<file path="src/sv/assert_macros.svh">
`ifndef ASSERT_MACROS_SVH
`define ASSERT_MACROS_SVH

// same-cycle implication
`define CAU_ASSERT_IMP(lbl, clk, rstn, ante, cons) \
  lbl: assert property (@(posedge clk) disable iff (!rstn) (ante) |-> (cons)) \
    else $error("assertion failed");

// next-cycle implication
`define CAU_ASSERT_NXT(lbl, clk, rstn, ante, cons) \
  lbl: assert property (@(posedge clk) disable iff (!rstn) (ante) |=> (cons)) \
    else $error("assertion failed");

`endif

</file>
<file path="src/sv/cau_pkg.sv">
`default_nettype none
package cau_pkg;

  typedef enum logic [1:0] {
    OP_ADD = 2'd0,
    OP_SUB = 2'd1,
    OP_MUL = 2'd2,
    OP_DIV = 2'd3
  } op_t;

  typedef enum logic [1:0] {
    ST_OK     = 2'd0,
    ST_DIVZERO = 2'd1,
    ST_SAT    = 2'd2
  } status_t;

  typedef struct packed {
    logic vld;
    op_t  op;
    logic dz;
  } ctl_t;

endpackage
`default_nettype wire

</file>
<file path="src/sv/cau_front.sv">
`default_nettype none
module cau_front #(
  parameter int DW   = 16,
  parameter int FRAC = 8
) (
  input  wire                          clk,
  input  wire                          rst_n,
  input  wire                          en,
  input  wire                          vld_i,
  input  wire  [1:0]                   op_i,
  input  wire  signed [DW-1:0]         a_re,
  input  wire  signed [DW-1:0]         a_im,
  input  wire  signed [DW-1:0]         b_re,
  input  wire  signed [DW-1:0]         b_im,
  output cau_pkg::ctl_t                ctl_o,
  output logic signed [2*DW:0]         alt_re_o,
  output logic signed [2*DW:0]         alt_im_o,
  output logic [2*DW+FRAC:0]           mag_re_o,
  output logic [2*DW+FRAC:0]           mag_im_o,
  output logic                         neg_re_o,
  output logic                         neg_im_o,
  output logic [2*DW-1:0]              den_o
);
  localparam int PW   = 2 * DW;
  localparam int SUMW = 2 * DW + 1;
  localparam int NW   = SUMW + FRAC;

  cau_pkg::ctl_t ctl1_r, ctl1_nxt, ctl2_r;
  logic signed [PW-1:0] p_rr_r, p_ii_r, p_ri_r, p_ir_r, d_rr_r, d_ii_r;
  logic signed [DW:0]   s_re_r, s_im_r, s_re_nxt, s_im_nxt;
  logic signed [DW:0]   ar_x, ai_x, br_x, bi_x;

  logic signed [SUMW-1:0] m_re, m_im, n_re, n_im;
  logic [SUMW-1:0]        abs_re, abs_im;
  logic signed [SUMW-1:0] alt_re_nxt, alt_im_nxt;
  logic [NW-1:0]          mag_re_nxt, mag_im_nxt;
  logic [PW-1:0]          den_nxt;

  // stage 1: products and add/sub
  always_comb begin
    ar_x = (DW+1)'(a_re);
    ai_x = (DW+1)'(a_im);
    br_x = (DW+1)'(b_re);
    bi_x = (DW+1)'(b_im);
    if (cau_pkg::op_t'(op_i) == cau_pkg::OP_SUB) begin
      s_re_nxt = ar_x - br_x;
      s_im_nxt = ai_x - bi_x;
    end else begin
      s_re_nxt = ar_x + br_x;
      s_im_nxt = ai_x + bi_x;
    end
    ctl1_nxt.vld = vld_i;
    ctl1_nxt.op  = cau_pkg::op_t'(op_i);
    ctl1_nxt.dz  = (b_re == '0) && (b_im == '0);
  end

  always_ff @(posedge clk) begin
    if (!rst_n) begin
      ctl1_r <= '0;
    end else if (en) begin
      ctl1_r <= ctl1_nxt;
    end
  end

  always_ff @(posedge clk) begin
    if (en) begin
      p_rr_r <= a_re * b_re;
      p_ii_r <= a_im * b_im;
      p_ri_r <= a_re * b_im;
      p_ir_r <= a_im * b_re;
      d_rr_r <= b_re * b_re;
      d_ii_r <= b_im * b_im;
      s_re_r <= s_re_nxt;
      s_im_r <= s_im_nxt;
    end
  end

  // stage 2: sums, scaling, divider operands
  always_comb begin
    m_re   = (SUMW'(p_rr_r) - SUMW'(p_ii_r)) >>> FRAC;
    m_im   = (SUMW'(p_ri_r) + SUMW'(p_ir_r)) >>> FRAC;
    n_re   = SUMW'(p_rr_r) + SUMW'(p_ii_r);
    n_im   = SUMW'(p_ir_r) - SUMW'(p_ri_r);
    abs_re = n_re[SUMW-1] ? $unsigned(-n_re) : $unsigned(n_re);
    abs_im = n_im[SUMW-1] ? $unsigned(-n_im) : $unsigned(n_im);
    mag_re_nxt = NW'(abs_re) << FRAC;
    mag_im_nxt = NW'(abs_im) << FRAC;
    den_nxt    = $unsigned(d_rr_r) + $unsigned(d_ii_r);
    if (ctl1_r.op == cau_pkg::OP_ADD || ctl1_r.op == cau_pkg::OP_SUB) begin
      alt_re_nxt = SUMW'(s_re_r);
      alt_im_nxt = SUMW'(s_im_r);
    end else begin
      alt_re_nxt = m_re;
      alt_im_nxt = m_im;
    end
  end

  always_ff @(posedge clk) begin
    if (!rst_n) begin
      ctl2_r <= '0;
    end else if (en) begin
      ctl2_r <= ctl1_r;
    end
  end

  always_ff @(posedge clk) begin
    if (en) begin
      alt_re_o <= alt_re_nxt;
      alt_im_o <= alt_im_nxt;
      mag_re_o <= mag_re_nxt;
      mag_im_o <= mag_im_nxt;
      neg_re_o <= n_re[SUMW-1];
      neg_im_o <= n_im[SUMW-1];
      den_o    <= den_nxt;
    end
  end

  assign ctl_o = ctl2_r;

endmodule
`default_nettype wire

</file>
<file path="config.mk">
export PLATFORM = sky130hd
export DESIGN_NAME = cau_front
export DESIGN_NICKNAME = d
export VERILOG_FILES = /design/src/sv/assert_macros.svh /design/src/sv/cau_pkg.sv /design/src/sv/cau_front.sv
export SDC_FILE = /design/constraint.sdc
export NUM_CORES = 2
export LEC_CHECK = 0
export ABC_AREA = 1
export BUFFER_PORTS_ARGS = -buffer_cell sky130_fd_sc_hd__clkbuf_2
export CAP_MARGIN = 25
export CORE_UTILIZATION = 60
export CTS_CLUSTER_SIZE = 40
export DETAILED_ROUTE_END_ITERATION = 8
export PLACE_DENSITY = 0.8
export SLEW_MARGIN = 20
export SYNTH_ARGS = -nofsm -noshare
export SYNTH_HDL_FRONTEND = slang
export SYNTH_SLANG_ARGS = --single-unit
</file>
<file path="constraint.sdc">
create_clock -name clk -period 6.7 [get_ports clk]
set_input_delay 1.005 -clock clk [delete_from_list [all_inputs] [get_ports clk]]
set_output_delay 1.005 -clock clk [all_outputs]
set_load 0.005 [all_outputs]
</file>
## After elaboration in Yosys (flattened, before gate mapping)

Index checks and enable logic that the tools add are counted.

- Equality and inequality tests: 2
- Multiply operators: 6
- Muxes and demuxes: 6
- Reduce and logical (&&, ||, !) cells: 5
- $add $sub $neg: 11

Operators with widths:

| cell | count |
|---|---|
| 16-bit by 16-bit multiplier with 32-bit output | 6 |
| 32-bit by 32-bit adder with 33-bit output | 2 |
| 33-bit 2-to-1 mux | 2 |
| 33-bit negation | 2 |
| 32-bit by 32-bit subtractor with 33-bit output | 2 |
| 32-bit 2-to-1 mux | 2 |
| 16-bit by 16-bit adder with 17-bit output | 2 |
| 17-bit 2-to-1 mux | 2 |
| 16-bit by 16-bit subtractor with 17-bit output | 2 |
| 32-bit adder | 1 |
| 16-bit logical NOT | 2 |
| 2-bit by 1-bit equality test with 1-bit output, second input constant | 2 |
| 2-bit logical NOT | 1 |
| 1-bit logical AND | 1 |
| 1-bit logical OR | 1 |

- Output and inout port bits: 186
- Bits in registers: 400
- Logic and storage cells: 53
- Bits of input ports: 70

## Longest topological paths before layout

- Depth after elaboration: 3
- Gate-level depth with buffers: 28
- Gate-level depth less buffers: 26

## Worst setup path before layout

No wires, ideal clock.

- Kind: input -> register
- Start point: input port b_re[3]
- End point: register d_rr_r[29] (data pin)
- Data required time: 6.441 ns
- Stages on the path: 24
- Setup time: 0.259 ns
- Buffers on the path: 3
- Data arrival time: 6.468 ns
- Setup slack: -0.027 ns
- Cell sequence: clkbuf_1 -> clkbuf_1 -> buf_1 -> nand2_1 -> fa_1 -> fa_1 -> fa_1 -> inv_1 -> fa_1 -> fa_1 -> inv_1 -> fa_1 -> inv_1 -> ha_1 -> a21oi_1 -> inv_1 -> a31oi_1 -> a21boi_0 -> o21ai_1 -> nand3_1 -> nand2_1 -> nand3_1 -> nand2_1 -> xor2_1

- Cells in the longest elaborated chain, start to end: 1

Ends and longest elaborated chain:

| element | RTL line | source |
|---|---|---|
| start, declared | cau_front.sv:13 | `input wire signed [DW-1:0] b_re,` |
| 16-bit by 16-bit multiplier with 32-bit output | cau_front.sv:71 | `d_rr_r <= b_re * b_re;` |
| end signal, assigned | cau_front.sv:71 |  |
| end, declared | cau_front.sv:29 | `logic signed [PW-1:0] p_rr_r, p_ii_r, p_ri_r, p_ir_r, d_rr_r, d_ii_r;` |

No other way between the ends.
A chain may end at the register's enable or synchronous reset.

## Worst setup path in the final report

- Start point: input port a_im[11]
- End point: register p_ii_r[21] (data pin)

- Cells in the longest elaborated chain, start to end: 1

Ends and longest elaborated chain:

| element | RTL line | source |
|---|---|---|
| start, declared | cau_front.sv:12 | `input wire signed [DW-1:0] a_im,` |
| 16-bit by 16-bit multiplier with 32-bit output | cau_front.sv:68 | `p_ii_r <= a_im * b_im;` |
| end signal, assigned | cau_front.sv:68 |  |
| end, declared | cau_front.sv:29 |  |

No other way between the ends.

==> impl_results.md <==
- Status: finished, final reports clean
- Initial DRC Count: 5740
- Clock skew: 0.0453 ns
- Sequential share of the synthesized area: 0.135
- Total of max-cap violations: 0
- Crit. End Element: register
- Die Span Y: 377 um
- CTS root buf: clkbuf_16
- Overflow after GRT: 0
- Vias in the first global route: 72829
- I/O Pins: 256
- First-pass GRT wire length: 393000 um
- Final nets: 13146
- Setup repair bufs after CTS: 0
- Area after DPL: 0.0916 mm2
- Crit path time final: 6.38 ns
- Number of H-tree levels: 2
- Worst setup margin: 0.318 ns
- Syn Area/Cell: 8.17 um2
- Total track usage: 0.360
- Post-Place Worst Slack: -0.152 ns
- Number of warning messages in the yosys log: 0
- Final hold slack: 0.498 ns
- Clock Path Buffers: 3
- Routability cong.: 1.02
- Post-Route WL: 248000 um
- IO buf count: 239
- Dpl hpwl: 212000 um
- Hold Path Class: register to register
- Initial antenna violation count: 13
- Final setup vio count: 0
- Die area: 0.142 mm2
- CP top delay family: adder cells
- Slowest cell delay on critical path: 0.53 ns
- CTS tree: built
- CP Cell Sequence: clkbuf_2, buf_4, nand2_1, inv_1, fa_1, inv_1, fa_1, fa_1, inv_1, fa_1, fa_1, inv_1, fa_1, inv_1, ha_1, nand2_1, nor2_1, inv_1, o21ai_0, a21boi_0, xnor2_1
- Relative slew slack: 0.343
- Antenna Nets Post-Route: 0
- RSZ-0062 raised after global routing: no
- CTS Hold Bufs: 0
- Worst-margin pin slew: 0.985 ns
- Critical path class: primary input to register
- Routed via count: 68531
- Setup_tns: 0 ns
- Initial Util: 0.605
- CP startpoint kind: primary input
- Top_reg_cell synth: edfxtp_1
- CTS sink cnt: 382
- Post-CTS sizing: 0
- Clk Latency, worst-skew pair: 0.68 ns
- CP max FO: 11
- Post-synthesis instance total: 10328
- Core area: 0.140 mm2
- Period utilisation layout: 0.953
- Final Slew Violations: 0
- CP Data Required Time: 7.10 ns
- Post-synth EDFFs: 374
- CTS clk-pin slew, worst paths: 0.07 ns
- Final Hold Viols: 0
- Fmax achieved: 157 MHz
- CP bufs+invs: 8
- Post-synth cell types: 60
- Crit-path slowest cell: fa_1
- Asr flop ratio synth: 0
- Arr. time, crit path: 6.78 ns
- DR WL/cell: 19.4 um
- Total CTS buffers: 45
- Drt first pass iters: 6
- Netlist Area Pre-Place: 0.0844 mm2
- #FFs+latches synth: 382
- Rows: 137
- Cell area after layout: 0.0932 mm2
- Post-route DRC: 0
- # fillers: 11562
- Syn-to-layout area delta: 10.4%
- Via density: 5.37
- Layout cell share with drive strength beyond 1: 0.0934
- Die X: 377 um
- Largest net degree at the start of global routing: 150
worst reg2reg max path: cells and delay by family (launching register included):
family / cells / cell delay (ns)
and+or+nand+nor: 8 / 1.82
adders and majority gates: 1 / 0.51
DFF: 1 / 0.50
AOI/OAI and AO/OA: 2 / 0.35
buffers and inverters: 2 / 0.35
xor gates and xnor gates: 1 / 0.13
metal layers:
layer | up-vias | share of wire | wire, um | track usage
li1 | 31514 | - | - | -
met1 | 33447 | 0.39 | 95400 | 0.457
met2 | 2932 | 0.47 | 116000 | 0.594
met3 | 620 | 0.091 | 22600 | 0.0712
met4 | 18 | 0.053 | 13000 | 0.164
met5 | - | 0.00052 | 130 | 0
registers in the layout, summed over array words and instances (netlist names):
signal / flops
ctl1_r: 4
d_rr_r: 31
p_ii_r: 32
alt_re_o: 25
alt_im_o: 25
mag_re_o: 33
ctl_o: 4
neg_im_o: 1
neg_re_o: 1
mag_im_o: 33
den_o: 32
s_im_r: 17
p_rr_r: 32
s_re_r: 17
d_ii_r: 31
p_ri_r: 32
p_ir_r: 32
cell families after synthesis:
logic type / synth area share
and+or+nand+nor: 0.155
other: 0.0000444
buffers and inverters: 0.147
AOI/OAI and AO/OA: 0.0562
xor gates and xnor gates: 0.0410
adders and majority gates: 0.465
DFF: 0.135
placed cells by master, fill, tap and decap left out, types with 38 or more instances in the layout:
cell type  netlist  layout
a21oi_1        409     409
o21bai_1        38      38
fa_1          1518    1518
clkbuf_2         1     238
buf_4           36     518
ha_1           710     710
nor2_1         472     472
xnor2_1        141     141
edfxtp_1       374     374
xor2_1         249     249
inv_1         2879    2879
clkbuf_16        0      45
buf_12           0      63
nand3_1        243     243
o21ai_0        219     219
nand2_1       2253    2253
nor3_1          57      57
nand4_1         71      71
final cells by class:
cell class / instances / area (um2) / share of cell area
clock inverters: 27 / 362 / 0.00388
well taps: 1876 / 2350 / 0.0252
inverters: 2900 / 10900 / 0.117
flip-flops and latches: 382 / 11400 / 0.122
repair buffers: 820 / 6360 / 0.0682
multi-input cells: 6699 / 60600 / 0.651
diodes: 10 / 25.0 / 0.000269
clock buffers: 54 / 1180 / 0.0127
per-stage QoR:
| step | utilization | cells |
|---|---|---|
| 2_1_floorplan | - | 10343 |
| 5_1_grt | 0.668 | 12760 |
| 4_1_cts | 0.668 | 12758 |
| 3_3_place_gp | 0.656 | 12677 |
| 3_5_place_dp | 0.656 | 12677 |
| 6_report | 0.668 | 12768 |
cell usage after synthesis (all sizes together), types with 7 or more instances:
library cell	instances	area, um2
a21boi	15	113
a21o	30	225
a21oi	417	2130
a221oi	9	78.8
a31o	7	61.3
a31oi	33	206
buf	141	733
clkbuf	221	831
dfxtp	8	160
edfxtp	374	11200
fa	1518	30400
ha	710	8880
inv	2894	10900
nand2	2287	8670
nand3	252	1310
nand4	71	444
nor2	495	1950
nor3	62	348
nor4	21	131
o211ai	13	97.6
o21a	17	128
o21ai	227	1140
o21bai	39	297
o31ai	14	105
or2	19	119
xnor2	141	1230
xor2	251	2220
final timing paths:
check	start	endpoint	slack, ns	cells after the start
max reg2reg	p_ir_r[22]	mag_im_o[19]	2.75	14
max	a_im[11]	p_ii_r[21]	0.32	21
min	ctl_o[1]	ctl_o[1]	0.50	2
min reg2reg	ctl_o[1]	ctl_o[1]	0.50	2
Power is left out: the tool's default activity adds up to more than one toggle a clock period on the data nets, which glitch-free logic cannot reach.
