===== config.mk =====
export PLATFORM = sky130hd
export DESIGN_NAME = cau_back
export DESIGN_NICKNAME = d
export VERILOG_FILES = /design/src/sv/assert_macros.svh /design/src/sv/cau_pkg.sv /design/src/sv/cau_back.sv
export SDC_FILE = /design/constraint.sdc
export NUM_CORES = 1
export LEC_CHECK = 0
export BUFFER_PORTS_ARGS = -buffer_cell sky130_fd_sc_hd__buf_2
export CAP_MARGIN = 15
export CORE_UTILIZATION = 50
export CTS_BUF_LIST = sky130_fd_sc_hd__clkbuf_8 sky130_fd_sc_hd__clkbuf_16
export DETAILED_ROUTE_END_ITERATION = 10
export PLACE_DENSITY = 0.87
export SLEW_MARGIN = 0
export SYNTH_ARGS = -nofsm -noshare
export SYNTH_HDL_FRONTEND = slang
export SYNTH_SLANG_ARGS = --single-unit

===== constraint.sdc =====
create_clock -name clk -period 5.15 [get_ports clk]
set_input_delay 1.03 -clock clk [delete_from_list [all_inputs] [get_ports clk]]
set_output_delay 1.03 -clock clk [all_outputs]
set_load 0.01 [all_outputs]

===== src/sv/assert_macros.svh =====
`ifndef ASSERT_MACROS_SVH
`define ASSERT_MACROS_SVH

// same-cycle implication
`define CAU_ASSERT_IMP(lbl, clk, rstn, ante, cons) \
  lbl: assert property (@(posedge clk) disable iff (!rstn) (ante) |-> (cons)) \
    else $error("assertion failed");

// next-cycle implication
`define CAU_ASSERT_NXT(lbl, clk, rstn, ante, cons) \
  lbl: assert property (@(posedge clk) disable iff (!rstn) (ante) |=> (cons)) \
    else $error("assertion failed");

`endif


===== src/sv/cau_pkg.sv =====
`default_nettype none
package cau_pkg;

  typedef enum logic [1:0] {
    OP_ADD = 2'd0,
    OP_SUB = 2'd1,
    OP_MUL = 2'd2,
    OP_DIV = 2'd3
  } op_t;

  typedef enum logic [1:0] {
    ST_OK     = 2'd0,
    ST_DIVZERO = 2'd1,
    ST_SAT    = 2'd2
  } status_t;

  typedef struct packed {
    logic vld;
    op_t  op;
    logic dz;
  } ctl_t;

endpackage
`default_nettype wire


===== src/sv/cau_back.sv =====
`default_nettype none
module cau_back #(
  parameter int DW = 16
) (
  input  wire                    clk,
  input  wire                    rst_n,
  input  wire                    en,
  input  wire  cau_pkg::ctl_t    ctl_i,
  input  wire  signed [2*DW:0]   alt_re_i,
  input  wire  signed [2*DW:0]   alt_im_i,
  input  wire                    neg_re_i,
  input  wire                    neg_im_i,
  input  wire  [DW+1:0]          q_re_i,
  input  wire  [DW+1:0]          q_im_i,
  output logic                   vld_o,
  output logic signed [DW-1:0]   res_re_o,
  output logic signed [DW-1:0]   res_im_o,
  output logic [1:0]             status_o
);
  localparam int SUMW = 2 * DW + 1;
  localparam int QW   = DW + 1;
  localparam logic signed [SUMW-1:0] HI = {{(SUMW-DW+1){1'b0}}, {(DW-1){1'b1}}};
  localparam logic signed [SUMW-1:0] LO = {{(SUMW-DW+1){1'b1}}, {(DW-1){1'b0}}};

  logic                  vld_r;
  logic signed [DW-1:0]  res_re_r, res_im_r, res_re_nxt, res_im_nxt;
  cau_pkg::status_t      status_r, status_nxt;
  logic                  is_div;
  logic signed [SUMW-1:0] v_re, v_im;
  logic                  hi_re, lo_re, hi_im, lo_im;

  always_comb begin
    is_div = (ctl_i.op == cau_pkg::OP_DIV);
    v_re   = alt_re_i;
    v_im   = alt_im_i;
    if (is_div) begin
      v_re = neg_re_i ? -$signed(SUMW'(q_re_i[QW-1:0])) : $signed(SUMW'(q_re_i[QW-1:0]));
      v_im = neg_im_i ? -$signed(SUMW'(q_im_i[QW-1:0])) : $signed(SUMW'(q_im_i[QW-1:0]));
    end
    hi_re = v_re > HI;
    lo_re = v_re < LO;
    hi_im = v_im > HI;
    lo_im = v_im < LO;
    // quotient beyond the divider range
    if (is_div && q_re_i[QW]) begin
      hi_re = !neg_re_i;
      lo_re = neg_re_i;
    end
    if (is_div && q_im_i[QW]) begin
      hi_im = !neg_im_i;
      lo_im = neg_im_i;
    end
    res_re_nxt = hi_re ? DW'(HI) : (lo_re ? DW'(LO) : DW'(v_re));
    res_im_nxt = hi_im ? DW'(HI) : (lo_im ? DW'(LO) : DW'(v_im));
    if (is_div && ctl_i.dz) begin
      res_re_nxt = '0;
      res_im_nxt = '0;
      status_nxt = cau_pkg::ST_DIVZERO;
    end else if (hi_re || lo_re || hi_im || lo_im) begin
      status_nxt = cau_pkg::ST_SAT;
    end else begin
      status_nxt = cau_pkg::ST_OK;
    end
  end

  always_ff @(posedge clk) begin
    if (!rst_n) begin
      vld_r <= 1'b0;
    end else if (en) begin
      vld_r <= ctl_i.vld;
    end
  end

  always_ff @(posedge clk) begin
    if (en) begin
      res_re_r <= res_re_nxt;
      res_im_r <= res_im_nxt;
      status_r <= status_nxt;
    end
  end

  assign vld_o    = vld_r;
  assign res_re_o = res_re_r;
  assign res_im_o = res_im_r;
  assign status_o = status_r;

endmodule
`default_nettype wire


# Word level (Yosys, flattened, before mapping)
# Cells that the tools add are included.
# W data, S select, Z words.
[word_totals]
regBits = 35
inputBits = 111
out_inout_bits = 35
elab_cells = 36
[op_classes]
magnitude_cmp = 4
n_addsub = 2
n_mux = 13
n_reduce_logical = 10
eq_ne = 1
[ops]
columns = ["operator", "count"]
rows = [
  ["$mux W33", 4],
  ["$gt A33 B16 Y1 const B", 2],
  ["$lt A33 B16 Y1 const B", 2],
  ["$neg A17 Y33", 2],
  ["$mux W16", 2],
  ["$mux W15", 2],
  ["$mux W1", 4],
  ["$reduce_or A2 Y1", 2],
  ["$logic_and A1 B1 Y1", 3],
  ["$logic_or A1 B1 Y1", 3],
  ["$eq A2 B2 Y1 const B", 1],
  ["$logic_not A1 Y1", 2],
  ["$mux W2", 1],
]

# Depth between registers and ports, before layout
# Gate-level depths: netlist of run 1.
[logic_depth]
word_depth = 9
depth_mapped = 14
mapped_depth_nobuf = 13

# Worst setup path before layout of run 1
# OpenSTA, ideal clock, no wires.
[synth_timing]
kind = "in2reg"
from = "input q_im_i[0]"
to = "register res_im_r[1] (netlist: res_im_o[1]), data pin"
path_stages = 14
required_time_ps = 5008
setup_slack_ps = 1386
n_path_buf = 1
setup_time_ps = 142
arrival_ps = 3622
path_cell_list = "inv_1 > ha_1 > or3b_1 > or4_1 > nor3b_1 > ha_1 > and4b_1 > a21oi_1 > nand2_1 > o21ai_0 > a21boi_2 > nand2_1 > buf_4 > o21ai_2"
[synth_via]
elab_chain_cells = 7
elab_cells_between_ends = 9
classes_between = "1 x add/sub; 2 x order compare; 6 x mux"
[synth_lines]
columns = ["item", "line_no", "text"]
rows = [
  ["start, declared", "cau_back.sv:14", "input wire [DW+1:0] q_im_i,"],
  ["$neg A17 Y33", "cau_back.sv:38", "v_im = neg_im_i ? -$signed(SUMW'(q_im_i[QW-1:0])) : $signed(SUMW'(q_im_i[QW-1:0]));"],
  ["$mux W33 (*)", "cau_back.sv:38", ""],
  ["$mux W33 (*)", "cau_back.sv:36", "if (is_div) begin"],
  ["$lt A33 B16 Y1", "cau_back.sv:43", "lo_im = v_im < LO;"],
  ["$mux W1", "cau_back.sv:49", "if (is_div && q_im_i[QW]) begin"],
  ["$mux W16", "cau_back.sv:54", "res_im_nxt = hi_im ? DW'(HI) : (lo_im ? DW'(LO) : DW'(v_im));"],
  ["$mux W15 (*)", "cau_back.sv:54", ""],
  ["end signal, assigned", "cau_back.sv:77", "res_im_r <= res_im_nxt;"],
  ["end, declared", "cau_back.sv:26", "logic signed [DW-1:0] res_re_r, res_im_r, res_re_nxt, res_im_nxt;"],
]
# Every way passes the cells marked *; elsewhere a longest branch is shown, timed or not.
# A chain may end at the register's enable or synchronous reset.

# Worst setup path in the final report of run 1
[layout_timing]
from = "input q_im_i[0]"
to = "register res_im_r[5] (netlist: res_im_o[5]), data pin"
# Same word-level chain as after synthesis.

==> flow_summary_export.csv, run 1 <==
group,metric,value,unit
clock_network,tritoncts,"built",
min_path,min-delay-start,"vld_o",
critical_path,timing.critical_path.fanout_max,12,
route,routed_via_density,5.70,
min_path,hold_path_depth,2,
min_path,worstHoldEndpoint,"vld_o",
yosys,yosys_warnings,0,
power_and_ir_drop,pwr-share-comb,0.312,
critical_path,cp_top_family,"simple AND/OR/NAND/NOR gates",
clock_network,cts_setup_buffers,0,
power_and_ir_drop,power_frac_clock,0.243,
global_route,grt_pass1_vias,2790,
route,drc,0,
critical_path,timing.critical_path.buf_inv,2,
critical_path,timing.critical_path.cells,"buf_2 > inv_1 > ha_1 > or3b_1 > or4_1 > nor3b_1 > ha_1 > nor2b_1 > o21ai_0 > o21ai_0 > o221a_2 > a21boi_2 > nand2_1 > o21ai_0",
floorplan,die_area,0.00609,mm2
yosys,post_synth_inst_count,338,
floorplan,core_area,0.00554,mm2
critical_path,worst-r2r-setup-slack,4.52,ns
yosys,syn-cell-area,0.00289,mm2
clock_network,cts.hold.buffers_added,0,
timing,grt_setup_unrepaired,"no",
yosys,synthMostInstantiatedCell,"sky130_fd_sc_hd__a21oi_1",
timing,final.setup.tns,0,ns
global_route,grt.busiest_layer,"met2",
status,outcome,"finished clean",
power_and_ir_drop,power.internal,0.567,mW
power_and_ir_drop,power-per-cell-area,220,mW/mm2
timing,hold_viol_final,0,
global_route,grt_max_degree,36,
timing,post_layout_minimum_cycle_time,4.11,ns
yosys,synth_top_cells_by_area,"sky130_fd_sc_hd__edfxtp_1 (35%), sky130_fd_sc_hd__xor2_1 (6.4%), sky130_fd_sc_hd__a21oi_1 (6.2%), sky130_fd_sc_hd__o21ai_0 (4.7%), sky130_fd_sc_hd__nor3_1 (3.6%)",
yosys,synth_fp_nets,453,
critical_path,r2r.worst_path.cells,2,
timing,maxClockFrequency,243,MHz
power_and_ir_drop,peakVddDrop,198,uV
power_and_ir_drop,share_seq_of_total_power,0.445,
route,route.detailed.wl_per_inst,14.4,um
critical_path,regToRegStartpoint,"vld_o",
yosys,post-synth-top-area-cell,"sky130_fd_sc_hd__edfxtp_1",
placement,detailedPlacementHpwl,6420,um
min_path,hp-class,"flop to flop",
yosys,synth_seq_cells,35,
yosys,post-synth-top-area-fraction,0.353,
yosys,synth_edf_count,34,
power_and_ir_drop,netSwitchingPower,0.248,mW
global_route,grt_use_met3,0.0326,
global_route,first_pass_grt_wire_length,12700,um
clock_network,numCtsBuffers,5,
critical_path,setup.worst_path.end_class,"flop",
clock_network,cts_htree_levels,2,
critical_path,crit_start_category,"primary input",
route,first_iter_violations,229,
job,max_cap_viol_count,0,
layout,num-nets-final,588,
yosys,synth-main-ff-cell,"sky130_fd_sc_hd__edfxtp_1",
yosys,yosys.cell_types.count,52,
clock_network,path_clk_slew,0.06,ns
yosys,synth.yosys.seq_area_share,0.360,
floorplan,initial_core_util,0.522,
floorplan,die_height,78.0,um
global_route,grt.met2_usage,0.439,
critical_path,class_of_the_most_critical_setup_path,"primary input to flop",
critical_path,worst-endpoint-arrival,4.12,ns
clock_network,root_buffer_cell,"sky130_fd_sc_hd__clkbuf_8",
clock_network,cts.sink_count,35,
power_and_ir_drop,p_sw_frac,0.304,
clock_network,cts_resized,0,
global_route,global_route.usage.total,0.266,
timing,post_route_fraction_of_the_period_consumed_by_the_critical_path,0.799,
clock_network,clock_latency,0.28,ns
route,number_of_nets_still_failing_antenna_checks_after_routing,0,
critical_path,crit_path_max_incr_delay,0.60,ns
critical_path,path_common_cell,"sky130_fd_sc_hd__o21ai_0",
clock_network,clock_tree.buffer_depth,2,
floorplan,floorplan.die.width,78.0,um
timing,setup_violation_total_in_the_final_timing_report,0,
global_route,number_of_antenna_violations_at_the_first_check_in_global_routing,0,
critical_path,slowest_stage,"sky130_fd_sc_hd__or4_1",
timing,final_setup_skew,0,ns
floorplan,design.portCount,146,
critical_path,critical_path_required,5.15,ns
timing,worst_slew_pin_slew,1.06,ns
yosys,synth-async-reset-ratio,0,
layout,layout_overhead_on_the_synthesized_area,28.3,%
floorplan,num_rows,27,
timing,worst_slew_margin_relative_to_its_limit,0.295,
global_route,global_route.usage.met1,0.361,
power_and_ir_drop,power,0.814,mW
timing,final_max_slew_viol_count,0,
layout,drive_above_1_share,0.363,
placement,gpl_congestion,0.918,
yosys,post_synth.cell_area_avg,8.55,um2
yosys,synth.top_cells.by_count,"sky130_fd_sc_hd__a21oi_1 (36), sky130_fd_sc_hd__edfxtp_1 (34), sky130_fd_sc_hd__nand2_1 (27), sky130_fd_sc_hd__o21ai_0 (27), sky130_fd_sc_hd__nor2_1 (26)",
route,via_count,3113,
critical_path,reg_to_reg_endpoint,"vld_o",
placement,io_buffers,145,
route,drtPass1Iterations,6,
route,routed_wl,7860,um
global_route,globalRouteOverflowTotal,0,
power_and_ir_drop,leakagePower,1.58,nW
layout,antenna_cells_inserted,0,
==> worst max-delay path by stage <==
stage | endpoint | depth (start not counted) | slack [ns] | start
global placement | res_im_o[4] | 14 | 0.86 | q_im_i[0]
floorplan | res_im_o[1] | 14 | 1.39 | q_im_i[0]
finish | res_im_o[5] | 14 | 1.04 | q_im_i[0]
detailed placement | res_im_o[5] | 14 | 0.74 | q_im_i[0]
CTS | res_im_o[5] | 14 | 1.05 | q_im_i[0]
global route | res_im_o[5] | 14 | 0.80 | q_im_i[0]
==> cell type report <==
cell class,count,area (um2)
Timing Repair Buffer,146,733
Multi-Input combinational cell,273,1710
Clock inverter,2,8.76
Inverter,12,45.0
Clock buffer,6,82.6
Tap cell,72,90.1
Fill cell,493,1830
Sequential cell,35,1040
==> power groups by stage <==
stage | clock network [mW] | logic (mW) | registers, mW
after floorplan | 0 | 0.123 | 0.388
after global placement | 0 | 0.246 | 0.367
after detailed placement | 0 | 0.253 | 0.369
after CTS | 0.199 | 0.253 | 0.363
after global routing | 0.212 | 0.280 | 0.365
final | 0.198 | 0.254 | 0.362
==> worst register-to-register path, cell delays in order, from the launching register on <==
cell and delay [ns]:
sky130_fd_sc_hd__dfxtp_1 0.31, sky130_fd_sc_hd__mux2i_1 0.14, sky130_fd_sc_hd__nor2b_1 0.07
==> through the flow <==
step | hold WS (ns) | area, um2 | std cells | util | setup WS [ns]
after global routing | 0.599 | 3710 | 546 | 0.669 | 0.797
after floorplan | 0.538 | 2890 | 338 | - | 1.39
final | 0.558 | 3710 | 546 | 0.669 | 1.04
after CTS | 0.573 | 3710 | 546 | 0.669 | 1.05
after detailed placement | 0.558 | 3620 | 538 | 0.653 | 0.743
after global placement | 0.496 | 3620 | 538 | 0.653 | 0.863
==> registers in the layout (all words and copies together), names as in the netlist <==
signal,count
res_im_o,16
vld_o,1
res_re_o,16
status_o,2
==> layer usage <==
layer / vias to the layer above / part of all wire / wire (um)
met5: - / 0 / 0
met4: 0 / 0.017 / 137
met3: 13 / 0.062 / 489
met2: 142 / 0.48 / 3760
met1: 1406 / 0.44 / 3480
li1: 1552 / - / -
==> layout by cell type (no fill, tap or decap), types with 2 or more instances in the layout <==
| master | netlist | final |
|---|---|---|
| sky130_fd_sc_hd__nor3b_1 | 2 | 2 |
| sky130_fd_sc_hd__a21oi_1 | 36 | 36 |
| sky130_fd_sc_hd__xor2_1 | 21 | 21 |
| sky130_fd_sc_hd__edfxtp_1 | 34 | 34 |
| sky130_fd_sc_hd__ha_1 | 4 | 4 |
| sky130_fd_sc_hd__and2_1 | 3 | 3 |
| sky130_fd_sc_hd__nor2b_1 | 4 | 4 |
| sky130_fd_sc_hd__nand4_1 | 9 | 9 |
| sky130_fd_sc_hd__or4_1 | 2 | 2 |
| sky130_fd_sc_hd__nor3_1 | 21 | 21 |
| sky130_fd_sc_hd__o41ai_1 | 3 | 3 |
| sky130_fd_sc_hd__o22ai_1 | 11 | 11 |
| sky130_fd_sc_hd__o21ai_2 | 10 | 10 |
| sky130_fd_sc_hd__clkbuf_8 | 0 | 6 |
| sky130_fd_sc_hd__o31ai_1 | 7 | 7 |
| sky130_fd_sc_hd__xnor2_1 | 6 | 6 |
| sky130_fd_sc_hd__nand2b_1 | 4 | 4 |
| sky130_fd_sc_hd__o211ai_1 | 2 | 2 |
| sky130_fd_sc_hd__a22oi_1 | 6 | 6 |
| sky130_fd_sc_hd__nor4_1 | 9 | 9 |
| sky130_fd_sc_hd__mux2i_1 | 3 | 3 |
| sky130_fd_sc_hd__nor2_1 | 26 | 26 |
| sky130_fd_sc_hd__nand3_1 | 6 | 6 |
| sky130_fd_sc_hd__or3_1 | 3 | 3 |
| sky130_fd_sc_hd__or4_4 | 2 | 2 |
| sky130_fd_sc_hd__o21ai_0 | 27 | 27 |
| sky130_fd_sc_hd__a41oi_1 | 2 | 2 |
| sky130_fd_sc_hd__inv_1 | 11 | 12 |
| sky130_fd_sc_hd__buf_2 | 1 | 145 |
| sky130_fd_sc_hd__nand2_1 | 27 | 27 |
| sky130_fd_sc_hd__o21bai_1 | 2 | 2 |
==> kinds of logic after synthesis <==
kind of cell,count (synthesis),synth area share
compound gates,115,0.260
xor+xnor,27,0.0818
fa+ha+maj,4,0.0173
buf+inv,30,0.0493
flops,35,0.360
mux,3,0.0104
simple gates,124,0.221
Note: power is estimated with default switching activity, not from simulation.
==> run 2, diff against run 1 <==
CORE_UTILIZATION = 42   (was 50)
PLACE_DENSITY = 0.78   (was 0.87)
clock period = 3.6 ns   (was 5.15 ns; I/O delays follow)
==> flow_summary_export.csv, run 2 (same netlist as run 1, synthesis figures left out) <==
group,metric,value,unit
timing,post_layout_minimum_cycle_time,3.39,ns
route,route.detailed.wl_per_inst,14.4,um
layout,final_cell_mix,"sky130_fd_sc_hd__buf_2 (145), sky130_fd_sc_hd__a21oi_1 (36), sky130_fd_sc_hd__edfxtp_1 (34)",
floorplan,initial_core_util,0.445,
route,via_count,3136,
placement,gpl_congestion,0.956,
critical_path,setup.worst_path.end_class,"flop",
clock_network,cts_htree_levels,2,
route,number_of_nets_still_failing_antenna_checks_after_routing,0,
global_route,grt_max_degree,36,
job,max_cap_viol_count,0,
power_and_ir_drop,power-per-cell-area,309,mW/mm2
clock_network,tritoncts,"built",
critical_path,crit_path_max_incr_delay,0.54,ns
layout,mostFrequentLayoutCell,"sky130_fd_sc_hd__buf_2",
clock_network,path_clk_slew,0.06,ns
global_route,global_route.usage.total,0.219,
timing,hold_viol_final,0,
timing,maxClockFrequency,295,MHz
critical_path,slowest_stage,"sky130_fd_sc_hd__or4_1",
route,drtPass1Iterations,8,
layout,drive_above_1_share,0.380,
floorplan,floorplan.die.width,85.0,um
timing,post_route_fraction_of_the_period_consumed_by_the_critical_path,0.941,
timing,setup_violation_total_in_the_final_timing_report,0,
critical_path,timing.critical_path.cells,"buf_2 > inv_1 > ha_1 > or3b_1 > or4_1 > nor3b_1 > ha_1 > nor2b_1 > o21ai_0 > o21ai_0 > o221a_2 > a21boi_2 > nand2_1 > buf_12 > o21ai_2",
floorplan,num_rows,29,
critical_path,worst-endpoint-arrival,3.42,ns
power_and_ir_drop,power,1.18,mW
route,first_iter_violations,190,
power_and_ir_drop,peakVddDrop,136,uV
critical_path,class_of_the_most_critical_setup_path,"primary input to flop",
status,outcome,"complete, but fails checks",
layout,layout_overhead_on_the_synthesized_area,32.7,%
timing,worst_slew_pin_slew,0.746,ns
clock_network,root_buffer_cell,"sky130_fd_sc_hd__clkbuf_8",
clock_network,cts.sink_count,35,
clock_network,cts_resized,0,
global_route,first_pass_grt_wire_length,12900,um
floorplan,die_height,85.0,um
global_route,grt_pass1_vias,2873,
placement,detailedPlacementHpwl,6570,um
clock_network,clock_tree.buffer_depth,2,
placement,io_buffers,145,
route,routed_via_density,5.56,
status,violations,"DRC",
layout,num-nets-final,601,
placement,placement.setup.worst_slack,-0.0814,ns
timing,final_setup_skew,0,ns
clock_network,cts.hold.buffers_added,0,
clock_network,cts_setup_buffers,0,
critical_path,cp_top_family,"simple AND/OR/NAND/NOR gates",
global_route,number_of_antenna_violations_at_the_first_check_in_global_routing,0,
min_path,hp-class,"flop to flop",
floorplan,die_area,0.00722,mm2
timing,final_max_slew_viol_count,0,
global_route,globalRouteOverflowTotal,0,
timing,grt_setup_unrepaired,"no",
timing,worst_slew_margin_relative_to_its_limit,0.503,
route,routed_wl,8130,um
critical_path,timing.critical_path.buf_inv,3,
timing,timing.final.ws_setup,0.212,ns
floorplan,design.portCount,146,
layout,finish.utilization,0.591,
critical_path,timing.critical_path.fanout_max,10,
floorplan,core_area,0.00649,mm2
clock_network,numCtsBuffers,5,
critical_path,crit_start_category,"primary input",
layout,antenna_cells_inserted,0,
clock_network,clock_latency,0.27,ns
power_and_ir_drop,leakagePower,1.65,nW
route,drc,6,
critical_path,critical_path_required,3.63,ns
## run 2: changes by cell type in the layout (fill, tap and decap cells not counted)
cell	delta
sky130_fd_sc_hd__buf_12	+2
sky130_fd_sc_hd__buf_4	+11
## run 2: path summary, 6_finish.rpt
check                                from  cells past startpoint            to  slack (ns)
worst max register to register      vld_o                      2         vld_o        3.00
worst min register to register      vld_o                      2         vld_o        0.53
worst min-delay path                vld_o                      2         vld_o        0.53
worst max-delay path            q_im_i[0]                     15  res_im_o[13]        0.21
## run 2: cell type report
class	instances	area, um2
fillers	594	2660
clock buffers	6	82.6
clock inverters	2	8.76
repair buffers	159	856
well taps	77	96.3
inverters	12	45.0
flip-flops and latches	35	1040
multi-input cells	273	1710
## run 2: layer usage
metal / global-route usage / share of wire / vias up / wire, um
met4: 0.0817 / 0.017 / 0 / 142
met3: 0.0156 / 0.059 / 13 / 478
li1: - / - / 1570 / -
met5: 0 / 0 / - / 0
met1: 0.306 / 0.46 / 1413 / 3710
met2: 0.358 / 0.47 / 140 / 3790
## run 2: through the flow
step                TNS, ns  area, um2  std cells  hold WS, ns
floorplan                 0       2890        338        0.538
finish                    0       3840        564        0.527
detailed placement   -0.781       3740        556        0.523
global placement          0       3740        556        0.489
CTS                       0       3840        564        0.542
global route              0       3840        564        0.582
## run 2: power by group
group / internal (mW) / total, mW / leakage [nW] / switching [mW]
logic: 0.167 / 0.383 / 1.26 / 0.216
clock network: 0.151 / 0.283 / 0.0524 / 0.132
registers: 0.507 / 0.518 / 0.341 / 0.0104
total: 0.826 / 1.18 / 1.65 / 0.358
## run 2: worst register-to-register path, cell delays in order, from the launching register on
cell and delay [ns]:
sky130_fd_sc_hd__dfxtp_1 0.31, sky130_fd_sc_hd__mux2i_1 0.12, sky130_fd_sc_hd__nor2b_1 0.06
