$ cat config.mk
export PLATFORM = sky130hd
export DESIGN_NAME = cau_div_stage
export DESIGN_NICKNAME = d
export VERILOG_FILES = /design/src/sv/assert_macros.svh /design/src/sv/cau_pkg.sv /design/src/sv/cau_div_stage.sv
export SDC_FILE = /design/constraint.sdc
export NUM_CORES = 1
export LEC_CHECK = 0
export ABC_AREA = 1
export BUFFER_PORTS_ARGS = -buffer_cell sky130_fd_sc_hd__buf_4
export CORE_ASPECT_RATIO = 0.8
export CORE_UTILIZATION = 47
export DETAILED_ROUTE_END_ITERATION = 10
export HOLD_SLACK_MARGIN = 0.02
export PLACE_DENSITY_LB_ADDON = 0.25
export SKIP_LAST_GASP = 1
export SYNTH_ARGS = -nofsm -noshare
export SYNTH_HDL_FRONTEND = slang
export SYNTH_SLANG_ARGS = --single-unit
$ cat constraint.sdc
create_clock -name clk -period 2 [get_ports clk]
set_input_delay 0.3 -clock clk [delete_from_list [all_inputs] [get_ports clk]]
set_output_delay 0.3 -clock clk [all_outputs]
set_load 0.01 [all_outputs]
$ cat src/sv/assert_macros.svh
`ifndef ASSERT_MACROS_SVH
`define ASSERT_MACROS_SVH

// same-cycle implication
`define CAU_ASSERT_IMP(lbl, clk, rstn, ante, cons) \
  lbl: assert property (@(posedge clk) disable iff (!rstn) (ante) |-> (cons)) \
    else $error("assertion failed");

// next-cycle implication
`define CAU_ASSERT_NXT(lbl, clk, rstn, ante, cons) \
  lbl: assert property (@(posedge clk) disable iff (!rstn) (ante) |=> (cons)) \
    else $error("assertion failed");

`endif

$ cat src/sv/cau_pkg.sv
`default_nettype none
package cau_pkg;

  typedef enum logic [1:0] {
    OP_ADD = 2'd0,
    OP_SUB = 2'd1,
    OP_MUL = 2'd2,
    OP_DIV = 2'd3
  } op_t;

  typedef enum logic [1:0] {
    ST_OK     = 2'd0,
    ST_DIVZERO = 2'd1,
    ST_SAT    = 2'd2
  } status_t;

  typedef struct packed {
    logic vld;
    op_t  op;
    logic dz;
  } ctl_t;

endpackage
`default_nettype wire

$ cat src/sv/cau_div_stage.sv
`default_nettype none
module cau_div_stage #(
  parameter int DW   = 16,
  parameter int FRAC = 8,
  parameter int IDX  = 0
) (
  input  wire                    clk,
  input  wire                    rst_n,
  input  wire                    en,
  input  wire  cau_pkg::ctl_t    ctl_i,
  input  wire  signed [2*DW:0]   alt_re_i,
  input  wire  signed [2*DW:0]   alt_im_i,
  input  wire  [2*DW+FRAC:0]     rem_re_i,
  input  wire  [2*DW+FRAC:0]     rem_im_i,
  input  wire                    neg_re_i,
  input  wire                    neg_im_i,
  input  wire  [2*DW-1:0]        den_i,
  input  wire  [DW+1:0]          q_re_i,
  input  wire  [DW+1:0]          q_im_i,
  output cau_pkg::ctl_t          ctl_o,
  output logic signed [2*DW:0]   alt_re_o,
  output logic signed [2*DW:0]   alt_im_o,
  output logic [2*DW+FRAC:0]     rem_re_o,
  output logic [2*DW+FRAC:0]     rem_im_o,
  output logic                   neg_re_o,
  output logic                   neg_im_o,
  output logic [2*DW-1:0]        den_o,
  output logic [DW+1:0]          q_re_o,
  output logic [DW+1:0]          q_im_o
);
  localparam int NW  = 2 * DW + 1 + FRAC;
  localparam int QTW = DW + 2;
  localparam int CW  = NW + 2 * DW + QTW;

  cau_pkg::ctl_t ctl_r;
  logic [CW-1:0]  sh, r_re, r_im;
  logic           ge_re, ge_im;
  logic [NW-1:0]  rem_re_nxt, rem_im_nxt;
  logic [QTW-1:0] q_re_nxt, q_im_nxt;

  // one restoring step per part, shared divisor
  always_comb begin
    sh    = CW'(den_i) << IDX;
    r_re  = CW'(rem_re_i);
    r_im  = CW'(rem_im_i);
    ge_re = r_re >= sh;
    ge_im = r_im >= sh;
    rem_re_nxt = ge_re ? NW'(r_re - sh) : rem_re_i;
    rem_im_nxt = ge_im ? NW'(r_im - sh) : rem_im_i;
    q_re_nxt = q_re_i;
    q_im_nxt = q_im_i;
    q_re_nxt[IDX] = ge_re;
    q_im_nxt[IDX] = ge_im;
  end

  always_ff @(posedge clk) begin
    if (!rst_n) begin
      ctl_r <= '0;
    end else if (en) begin
      ctl_r <= ctl_i;
    end
  end

  always_ff @(posedge clk) begin
    if (en) begin
      alt_re_o <= alt_re_i;
      alt_im_o <= alt_im_i;
      rem_re_o <= rem_re_nxt;
      rem_im_o <= rem_im_nxt;
      neg_re_o <= neg_re_i;
      neg_im_o <= neg_im_i;
      den_o    <= den_i;
      q_re_o   <= q_re_nxt;
      q_im_o   <= q_im_nxt;
    end
  end

  assign ctl_o = ctl_r;

endmodule
`default_nettype wire

; ---- After elaboration in Yosys (flattened, before gate mapping)
; Cells that the tools add are included.
[totals]
reg_bits = 222
latchBits = 0
ramBits = 0
rom_bits = 0
in_bits = 225
output_inout_bits = 222
elab_cells = 18
mem_count = 0
[op_classes]
add_sub_neg = 2
multipliers = 0
div_mod_pow = 0
n_lt_le_gt_ge = 2
n_eq_ne = 0
shift = 0
mux = 2
n_bitwise = 0
n_reduce_logical = 0
[op_table]
columns = op, count
row1 = 41-bit by 32-bit >= comparator with 1-bit output, 2
row2 = 41-bit two-way mux, 2
row3 = 41-bit by 32-bit subtractor with 41-bit output, 2

; ---- Depth between registers and ports, before layout
; Gate-level depths: netlist of run 1.
[depth]
word_depth = 2
depth_mapped = 16
ltp_nobuf = 16

; ---- Worst setup path after synthesis of run 1
; OpenSTA, ideal clock, no wires.
[synth_timing]
path_type = in2reg
from = in rem_im_i[0]
to = reg rem_im_o[28] (data pin)
setup_ns = 0.253
arrival_time_ns = 1.810
required_time_ns = 1.747
path_slack_ns = -0.063
path_stages = 15
path_buffers = 0
cell_sequence = inv_1 > ha_1 > fa_1 > inv_1 > nand3_1 > nand3_1 > nand2_1 > nand2_1 > nand2_1 > nand2_1 > nand2_1 > nand2_1 > nand2_1 > nand3_1 > nand2_1
[synth_via]
elab_chain_len = 2
elab_cells_between_ends = 3
cone_classes = add/sub (1) / order compare (1) / mux (1)
[synth_lines]
columns = element, line
row1 = from (decl), cau_div_stage.sv:14  ; input wire [2*DW+FRAC:0] rem_im_i,
row2 = 41-bit by 32-bit subtractor with 41-bit output / 41-bit by 32-bit >= comparator with 1-bit output (equally long branches), "cau_div_stage.sv:49, cau_div_stage.sv:47"
row3 = 41-bit two-way mux (*), cau_div_stage.sv:49  ; rem_im_nxt = ge_im ? NW'(r_im - sh) : rem_im_i;
row4 = named net rem_im_nxt[28], cau_div_stage.sv:38  ; logic [NW-1:0] rem_re_nxt, rem_im_nxt;
row5 = to (signal assigned), cau_div_stage.sv:69  ; rem_im_o <= rem_im_nxt;
row6 = to (decl), cau_div_stage.sv:24  ; output logic [2*DW+FRAC:0] rem_im_o,
; Mark *: on every way through the listed nets, which the timed path passes. The rest lies on a longest branch.
; A chain may end at the register's enable or synchronous reset.

; ---- Worst setup path after layout of run 1
[layout_timing]
from = in den_i[4]
to = reg rem_im_o[0] (data pin)
[layout_via]
elab_chain_len = 2
[layout_lines]
columns = element, line
row1 = from (decl), cau_div_stage.sv:17  ; input wire [2*DW-1:0] den_i,
row2 = 41-bit by 32-bit >= comparator with 1-bit output, cau_div_stage.sv:47  ; ge_im = r_im >= sh;
row3 = 41-bit two-way mux, cau_div_stage.sv:49
row4 = named net rem_im_nxt[0], cau_div_stage.sv:38
; The timed path passes the listed nets, and every way through them passes these cells.

==> results of run 1 <==
## final timing paths
check                              from                    end  slack [ns]
hold / removal                den_i[21]    den_o[21]$_DFFE_PP_        0.03
setup / recovery               den_i[4]  rem_im_o[0]$_DFFE_PP_        0.03
hold reg to reg   ctl_o[1]$_SDFFE_PN0P_  ctl_o[1]$_SDFFE_PN0P_        0.58
setup reg to reg  ctl_o[0]$_SDFFE_PN0P_  ctl_o[0]$_SDFFE_PN0P_        1.20
## power groups by stage
| stage | registers, W | logic, W | clock network [W] |
|---|---|---|---|
| after floorplan | 0.00617 | 0.00151 | 0 |
| after global placement | 0.00593 | 0.00421 | 0 |
| after detailed placement | 0.00593 | 0.00428 | 0 |
| after CTS | 0.00585 | 0.00453 | 0.00439 |
| after global routing | 0.00592 | 0.00503 | 0.00463 |
| final | 0.00589 | 0.00470 | 0.00446 |
## routing by layer
layer  routed length, um  share of wire  track usage
met5                   0              0            0
met4                3013          0.049       0.1785
met3                5445          0.089      0.06616
met2               28150           0.46       0.6476
met1               24290           0.40       0.4914
## through the flow
| stage | utilization | hold WS [ns] |
|---|---|---|
| floorplan | - | 0.3989 |
| global placement | 0.6853 | 0.4779 |
| detailed placement | 0.6853 | 0.4794 |
| CTS | 0.7581 | 0.02185 |
| global route | 0.7609 | 0.02865 |
| finish | 0.7609 | 0.02960 |
## layout by cell type, fill, tap and decap left out, types with 23 or more instances in the layout
| cell type | instances |
|---|---|
| sky130_fd_sc_hd__nand4_1 | 23 |
| sky130_fd_sc_hd__edfxtp_1 | 218 |
| sky130_fd_sc_hd__nor2_1 | 112 |
| sky130_fd_sc_hd__buf_4 | 747 |
| sky130_fd_sc_hd__ha_1 | 64 |
| sky130_fd_sc_hd__dlygate4sd3_1 | 140 |
| sky130_fd_sc_hd__xor2_1 | 33 |
| sky130_fd_sc_hd__nand3_1 | 77 |
| sky130_fd_sc_hd__nand2_1 | 784 |
| sky130_fd_sc_hd__inv_1 | 337 |
| sky130_fd_sc_hd__clkbuf_16 | 24 |
| sky130_fd_sc_hd__a21oi_1 | 40 |
## cell families after synthesis
logic type	after synthesis	synth area share
xor gates and xnor gates	35	0.02176
and+or+nand+nor	1077	0.3175
AOI/OAI and AO/OA	68	0.02834
DFF	222	0.4704
adders and majority gates	66	0.05969
buffers and inverters	361	0.1023
## registers in the layout (all words and copies together), names as in the netlist
register  cells
rem_im_o     41
rem_re_o     41
alt_im_o     33
alt_re_o     33
den_o        32
q_im_o       18
q_re_o       18
ctl_o         4
neg_im_o      1
neg_re_o      1
## cell type report
| class | instances | area [um2] |
|---|---|---|
| clock buffer | 28 | 615.6 |
| inverter | 349 | 1318 |
| timing repair buffer | 891 | 7083 |
| sequential | 222 | 6626 |
| multi-input combinational | 1247 | 6088 |
| clock inverter | 16 | 132.6 |
| fill | 2147 | 7020 |
| antenna | 1 | 2.502 |
| tap | 377 | 471.7 |
## what timing repair did
action                                  in CTS  in global routing
resized for setup                            0                 18
endpoints found under the hold margin      139                  1
endpoints found under the setup margin       0                 80
hold buffers                               139                  1
==> impl_results.rst, run 1 <==
.. list-table::
   :header-rows: 1

   * - Metric
     - Value
   * - Slew HR
     - 0.6308
   * - Number of nets in the layout
     - about 3000
   * - Share of synthesized flip-flops with an asynchronous set or reset
     - 0
   * - Dominant cell by count in the synthesized netlist
     - sky130_fd_sc_hd__nand2_1
   * - Power share of the combinational group
     - 0.312
   * - Via total after detailed routing
     - 15820
   * - Share of the clock period used by the worst path after layout
     - 0.9837
   * - Num CTS Buffers
     - 24
   * - Setup-failing EPs final
     - 0
   * - Post-route DRC
     - 0
   * - Total Power Consumption
     - 0.01505 W
   * - IR Drop Worst-Case VDD
     - about 580 uV
   * - Worst Setup Slack post-DPL
     - -0.4715 ns
   * - Max cap viols
     - 0
   * - Antenna violations before repair
     - 1
   * - Unrepaired setup endpoints after global routing
     - true
   * - Layout cells sized above 1
     - 0.3153
   * - Total buffers and inverters traversed by the critical path
     - 4
   * - Share of total power in sequential cells
     - 0.391
   * - Cell accounting for the most synthesized area
     - sky130_fd_sc_hd__edfxtp_1
   * - Cell Chain, Critical Path
     - buf_4 -> inv_1 -> ha_1 -> nand2_2 -> inv_1 -> nand2_1 -> nand2_1 -> nand2_1 -> nand3_2 -> nand2_2 -> nand3_1 -> nand2_2 -> nand2_8 -> buf_4 -> nand2_1 -> o21ai_1
   * - Total placed cells including tap cells
     - 2945
   * - Vias in the first global route
     - around 15000
   * - Initial DRC count
     - 1558
   * - Switching power summed over all nets
     - between 0.004 and 0.005 W
   * - Number of library cell types mapped by synthesis
     - 36
   * - Layout-stage area growth over the synthesis result
     - 58.58%
   * - Yosys warning total
     - 0
   * - Reg2reg path depth
     - 2
   * - Number of cells on the worst hold path
     - 2
   * - Data arrival time at the worst-slack endpoint
     - 2.24 ns
   * - Input/output buffers
     - 444
   * - DPL Wire Length
     - 44180 um
   * - Final period demand of the worst path
     - a little under 2 ns
   * - Required time reported for the critical path endpoint
     - 2.27 ns
   * - Outcome
     - complete, no violations
   * - Setup tns final
     - 0 ns
   * - Reported leakage power
     - 11.73 nW
   * - Post-detailed-route via-to-cell ratio
     - 5.052
   * - All-layer global routing usage
     - 0.3871
   * - Cell area after synthesis
     - 0.01409 mm2
   * - Routability congestion estimate
     - 0.9906
   * - Register clock-pin slew on the reported worst setup and hold paths
     - 0.07 ns
   * - First-pass GRT wire length
     - around 89000 um
   * - Horizontal die dimension
     - 195.6 um
   * - Routed length per instance
     - about 20 um
   * - Boundary pin count
     - 447
   * - Clock sink total
     - around 220
   * - Total gr overflow
     - 0
   * - Fin worst setup slack
     - 0.03262 ns
   * - Flip-flop cell with the highest count after synthesis
     - sky130_fd_sc_hd__edfxtp_1
   * - Clock tree from TritonCTS
     - done
   * - Mapped Cells
     - 1829
   * - Die height
     - 156.8 um
   * - Fmax
     - 508.3 MHz
   * - Post-Layout Inst Area
     - 0.02234 mm2
   * - Critical-path cell with the highest stage delay
     - sky130_fd_sc_hd__ha_1
   * - Design internal power
     - between 0.01 and 0.015 W
   * - Final standard cell count with taps included and fillers excluded
     - 3131
   * - Top delay family on crit path
     - simple AND/OR/NAND/NOR gates
   * - Kind of end point of the critical path
     - flop
   * - Yosys reg bits
     - around 220
   * - Crit path largest cell delay
     - 0.31 ns
   * - Library cell used as clock root buffer
     - sky130_fd_sc_hd__clkbuf_16
   * - Die footprint
     - a little over 0.03 mm2
   * - Number of slew-limit violations in the final report
     - 0
   * - Slew at the pin closest to its max-slew limit
     - around 0.55 ns
   * - Number of hold-slack violations in the final timing report
     - 0
   * - Power density normalized to cell area
     - 673.7 mW/mm2
   * - Total routed wirelength
     - 60900 um
   * - Drt pass-1 iters
     - 8
   * - Largest net degree at the start of global routing
     - 52
   * - Count of cell instances traversed by the critical path
     - 16
   * - Initial core utilization
     - 0.4798
   * - Standard cell core area
     - 0.02936 mm2
   * - HP Class
     - primary input to flop
   * - Portion of synthesized cell area occupied by the leading cell type
     - 0.4647
   * - Clock share of power
     - 0.296
   * - Count of antenna-violating nets left after detailed routing
     - 0
   * - Most frequent cell on the critical path
     - sky130_fd_sc_hd__nand2_1
   * - Post-synth top cells
     - sky130_fd_sc_hd__nand2_1, sky130_fd_sc_hd__inv_1, sky130_fd_sc_hd__edfxtp_1, sky130_fd_sc_hd__nor2_1, sky130_fd_sc_hd__nand3_1
   * - Final Skew
     - 0 ns
   * - Row cnt
     - 56
   * - CTS H-tree lvls
     - 1
   * - Area post-placement
     - approximately 0.020 mm2
   * - EDFF count, synth
     - 218
   * - Clk_lat worst skew
     - 0.53 ns
   * - Type of the worst setup path
     - primary input to flop
   * - Largest buffer count on any clock path
     - 3
   * - Largest cells by area after synthesis
     - sky130_fd_sc_hd__edfxtp_1, sky130_fd_sc_hd__nand2_1, sky130_fd_sc_hd__inv_1
   * - Switching fraction of total power
     - 0.3160
   * - Critical Path Fanout Max
     - 11
   * - Number of buffers inserted by post-CTS setup repair
     - 0
   * - Fraction of the yosys area taken by sequential cells
     - 0.4704
   * - Post-synth net total
     - 2120
   * - Kind of launch point of the worst setup path
     - primary input
   * - Post-synthesis area per instance
     - ~7.7 um2
Power figures use the tool's default switching activity.
==> run 2, diff against run 1 <==
--- a/config.mk
+++ b/config.mk
@@ -8,6 +8,7 @@
 export ABC_AREA = 1
 export BUFFER_PORTS_ARGS = -buffer_cell sky130_fd_sc_hd__buf_4
 export CORE_ASPECT_RATIO = 0.8
+export CORE_MARGIN = 2
 export CORE_UTILIZATION = 47
 export DETAILED_ROUTE_END_ITERATION = 10
 export HOLD_SLACK_MARGIN = 0.02
==> run 2 against run 1 <==
Via count is 1.8% lower. Clock power increased by 7.2%. Critical path depth shrank 2. Register-to-register slack lost 0.52 ns. Worst setup slack improved by 0.019 ns. Sequential power is essentially flat. Clock skew stayed put. Count of clock-buffer cells in the layout rose by 2. Power increased by 1.5%. Wire length fell by 5.5%. Non-clock buffer count fell by 9. Die area rose by 2.3%. Critical path type unchanged.
==> impl_results.rst, run 2 (same netlist as run 1, synthesis figures left out) <==
.. list-table::
   :header-rows: 1

   * - Metric
     - Value
   * - Standard cell core area
     - 0.02943 mm2
   * - Library cell used as clock root buffer
     - sky130_fd_sc_hd__clkbuf_16
   * - Switching fraction of total power
     - 0.2971
   * - Critical Path Fanout Max
     - 4
   * - Reported leakage power
     - 11.72 nW
   * - R2r startpoint
     - ctl_o[0]$_SDFFE_PN0P_
   * - Register clock-pin slew on the reported worst setup and hold paths
     - 0.06 ns
   * - Boundary pin count
     - 447
   * - Number of hold-slack violations in the final timing report
     - 0
   * - Worst Hold Path EP
     - rem_re_o[5]$_DFFE_PP_
   * - Slew HR
     - 0.6766
   * - R2R setup slack
     - 0.68 ns
   * - Vias in the first global route
     - 15330
   * - DPL Wire Length
     - 43010 um
   * - Post-detailed-route via-to-cell ratio
     - slightly below 5
   * - Count of antenna-violating nets left after detailed routing
     - 0
   * - Number of cells on the worst hold path
     - 3
   * - Die height
     - 158.8 um
   * - Registers with the highest flip-flop counts
     - rem_im_o x41, rem_re_o x41
   * - CTS H-tree lvls
     - 1
   * - Fmax
     - 513.3 MHz
   * - Post-route DRC
     - 0
   * - Area post-placement
     - 0.01991 mm2
   * - Num CTS Buffers
     - 25
   * - Clk_lat worst skew
     - 0.54 ns
   * - Kind of end point of the critical path
     - flop
   * - Die footprint
     - roughly 0.031 mm2
   * - Outcome
     - complete, no violations
   * - Post-Layout Inst Area
     - 0.02241 mm2
   * - Share of the clock period used by the worst path after layout
     - 0.9741
   * - Largest buffer count on any clock path
     - 3
   * - Number of nets in the layout
     - 3017
   * - Max cap viols
     - 0
   * - Layout cells sized above 1
     - 0.3007
   * - Row cnt
     - 56
   * - Hold path startpoint
     - rem_re_i[5]
   * - Initial core utilization
     - 0.4787
   * - Share of total power in sequential cells
     - 0.385
   * - Design internal power
     - 0.01074 W
   * - Final Skew
     - 0 ns
   * - Routed length per instance
     - 18.43 um
   * - Initial DRC count
     - 1338
   * - Slew at the pin closest to its max-slew limit
     - 0.4851 ns
   * - Setup-failing EPs final
     - 0
   * - Routability congestion estimate
     - 1.007
   * - Clock sink total
     - around 220
   * - Total routed wirelength
     - 57550 um
   * - Largest net degree at the start of global routing
     - 45
   * - HP Class
     - primary input to flop
   * - Power share of the combinational group
     - 0.302
   * - Commonest non-fill, non-tap cell in the layout
     - sky130_fd_sc_hd__nand2_1
   * - Number of slew-limit violations in the final report
     - 0
   * - Power density normalized to cell area
     - 681.9 mW/mm2
   * - Total gr overflow
     - 0
   * - Clock tree from TritonCTS
     - done
   * - Horizontal die dimension
     - approximately 200 um
   * - Required time reported for the critical path endpoint
     - between 2 and 2.5 ns
   * - Fill cell total of the finished layout
     - 2148
   * - Switching power summed over all nets
     - around 0.0045 W
   * - All-layer global routing usage
     - 0.3569
   * - Layout-stage area growth over the synthesis result
     - 59.09%
   * - Input/output buffers
     - 444
   * - Drt pass-1 iters
     - 5
   * - Antenna violations before repair
     - 1
   * - Kind of launch point of the worst setup path
     - primary input
   * - Final period demand of the worst path
     - 1.948 ns
   * - Data arrival time at the worst-slack endpoint
     - between 2 and 2.5 ns
   * - End of the worst register-to-register path
     - ctl_o[0]$_SDFFE_PN0P_
   * - Highest-count cells in the layout ignoring fill and taps
     - sky130_fd_sc_hd__nand2_1, sky130_fd_sc_hd__buf_4, sky130_fd_sc_hd__inv_1
   * - Clock share of power
     - 0.313
   * - Via total after detailed routing
     - 15530
   * - Type of the worst setup path
     - primary input to flop
   * - IR Drop Worst-Case VDD
     - 683.2 uV
   * - Final core utilization
     - 0.7615
   * - First-pass GRT wire length
     - between 80000 and 90000 um
   * - Reg2reg path depth
     - 3
## run 2: worst max-delay path, stage by stage
cell and delay [ns]:
sky130_fd_sc_hd__buf_4 0.11, sky130_fd_sc_hd__inv_1 0.14, sky130_fd_sc_hd__ha_1 0.31, sky130_fd_sc_hd__nand2_1 0.20
sky130_fd_sc_hd__inv_1 0.06, sky130_fd_sc_hd__a21oi_1 0.30, sky130_fd_sc_hd__nand2_1 0.14, sky130_fd_sc_hd__a21oi_2 0.21
sky130_fd_sc_hd__buf_4 0.16, sky130_fd_sc_hd__nand2_1 0.05, sky130_fd_sc_hd__nand2_1 0.06, sky130_fd_sc_hd__nand2_1 0.06
sky130_fd_sc_hd__nand2_1 0.06, sky130_fd_sc_hd__nand2_1 0.06
## run 2: power by group through the flow
stage	clock [W]	sequential [W]	combinational, W
after floorplan	0	0.00617	0.00151
after global placement	0	0.00593	0.00413
after detailed placement	0	0.00594	0.00421
after CTS	0.00483	0.00585	0.00449
after global routing	0.00504	0.00591	0.00496
final	0.00478	0.00588	0.00461
## run 2: metal layers
| layer | routed length [um] | vias to the layer above | global-route usage | part of all wire |
|---|---|---|---|---|
| met5 | 0 | - | 0 | 0 |
| met4 | 2488 | 0 | 0.1442 | 0.043 |
| met3 | 4613 | 133 | 0.06712 | 0.080 |
| met2 | 27280 | 716 | 0.5986 | 0.47 |
| met1 | 23170 | 7169 | 0.4531 | 0.40 |
| li1 | - | 7510 | - | - |
## run 2: worst max-delay path by stage
stage,cells past startpoint,endpoint,start
final,14,rem_re_o[28]$_DFFE_PP_,den_i[26]
after global routing,12,rem_im_o[0]$_DFFE_PP_,rem_im_i[33]
after CTS,11,rem_im_o[36]$_DFFE_PP_,rem_im_i[33]
after detailed placement,14,rem_re_o[28]$_DFFE_PP_,den_i[26]
after global placement,14,rem_re_o[28]$_DFFE_PP_,den_i[26]
after floorplan,14,rem_im_o[17]$_DFFE_PP_,den_i[16]
## run 2: what timing repair did
action / in CTS / in global routing
resized for setup: 0 / 9
hold buffers: 163 / 0
endpoints found under the hold margin: 160 / 0
endpoints found under the setup margin: 0 / 27
buffers inserted: 0 / 1
## run 2: layout make-up
| cell class | count | area [um2] | area share |
|---|---|---|---|
| Antenna cell | 1 | 2.502 | 0.0001117 |
| Clock buffer | 30 | 644.4 | 0.02875 |
| Clock inverter | 15 | 188.9 | 0.008431 |
| Inverter | 349 | 1318 | 0.05879 |
| Multi-Input combinational cell | 1246 | 6047 | 0.2698 |
| Sequential cell | 222 | 6626 | 0.2957 |
| Tap cell | 377 | 471.7 | 0.02105 |
| Timing Repair Buffer | 882 | 7111 | 0.3173 |
## run 2: metrics by stage
step | cells | TNS [ns] | hold WS [ns] | total power, W | worst slack (ns)
finish | 3122 | 0 | 0.04539 | 0.01528 | 0.05182
global route | 3122 | -0.02315 | 0.02562 | 0.01591 | -0.01227
CTS | 3120 | 0 | 0.02073 | 0.01518 | 0.1058
detailed placement | 2912 | -31.91 | 0.4792 | 0.01015 | -0.4671
global placement | 2912 | -26.32 | 0.4782 | 0.01006 | -0.4532
floorplan | 1829 | 0 | 0.3989 | 0.007687 | 0.0008498
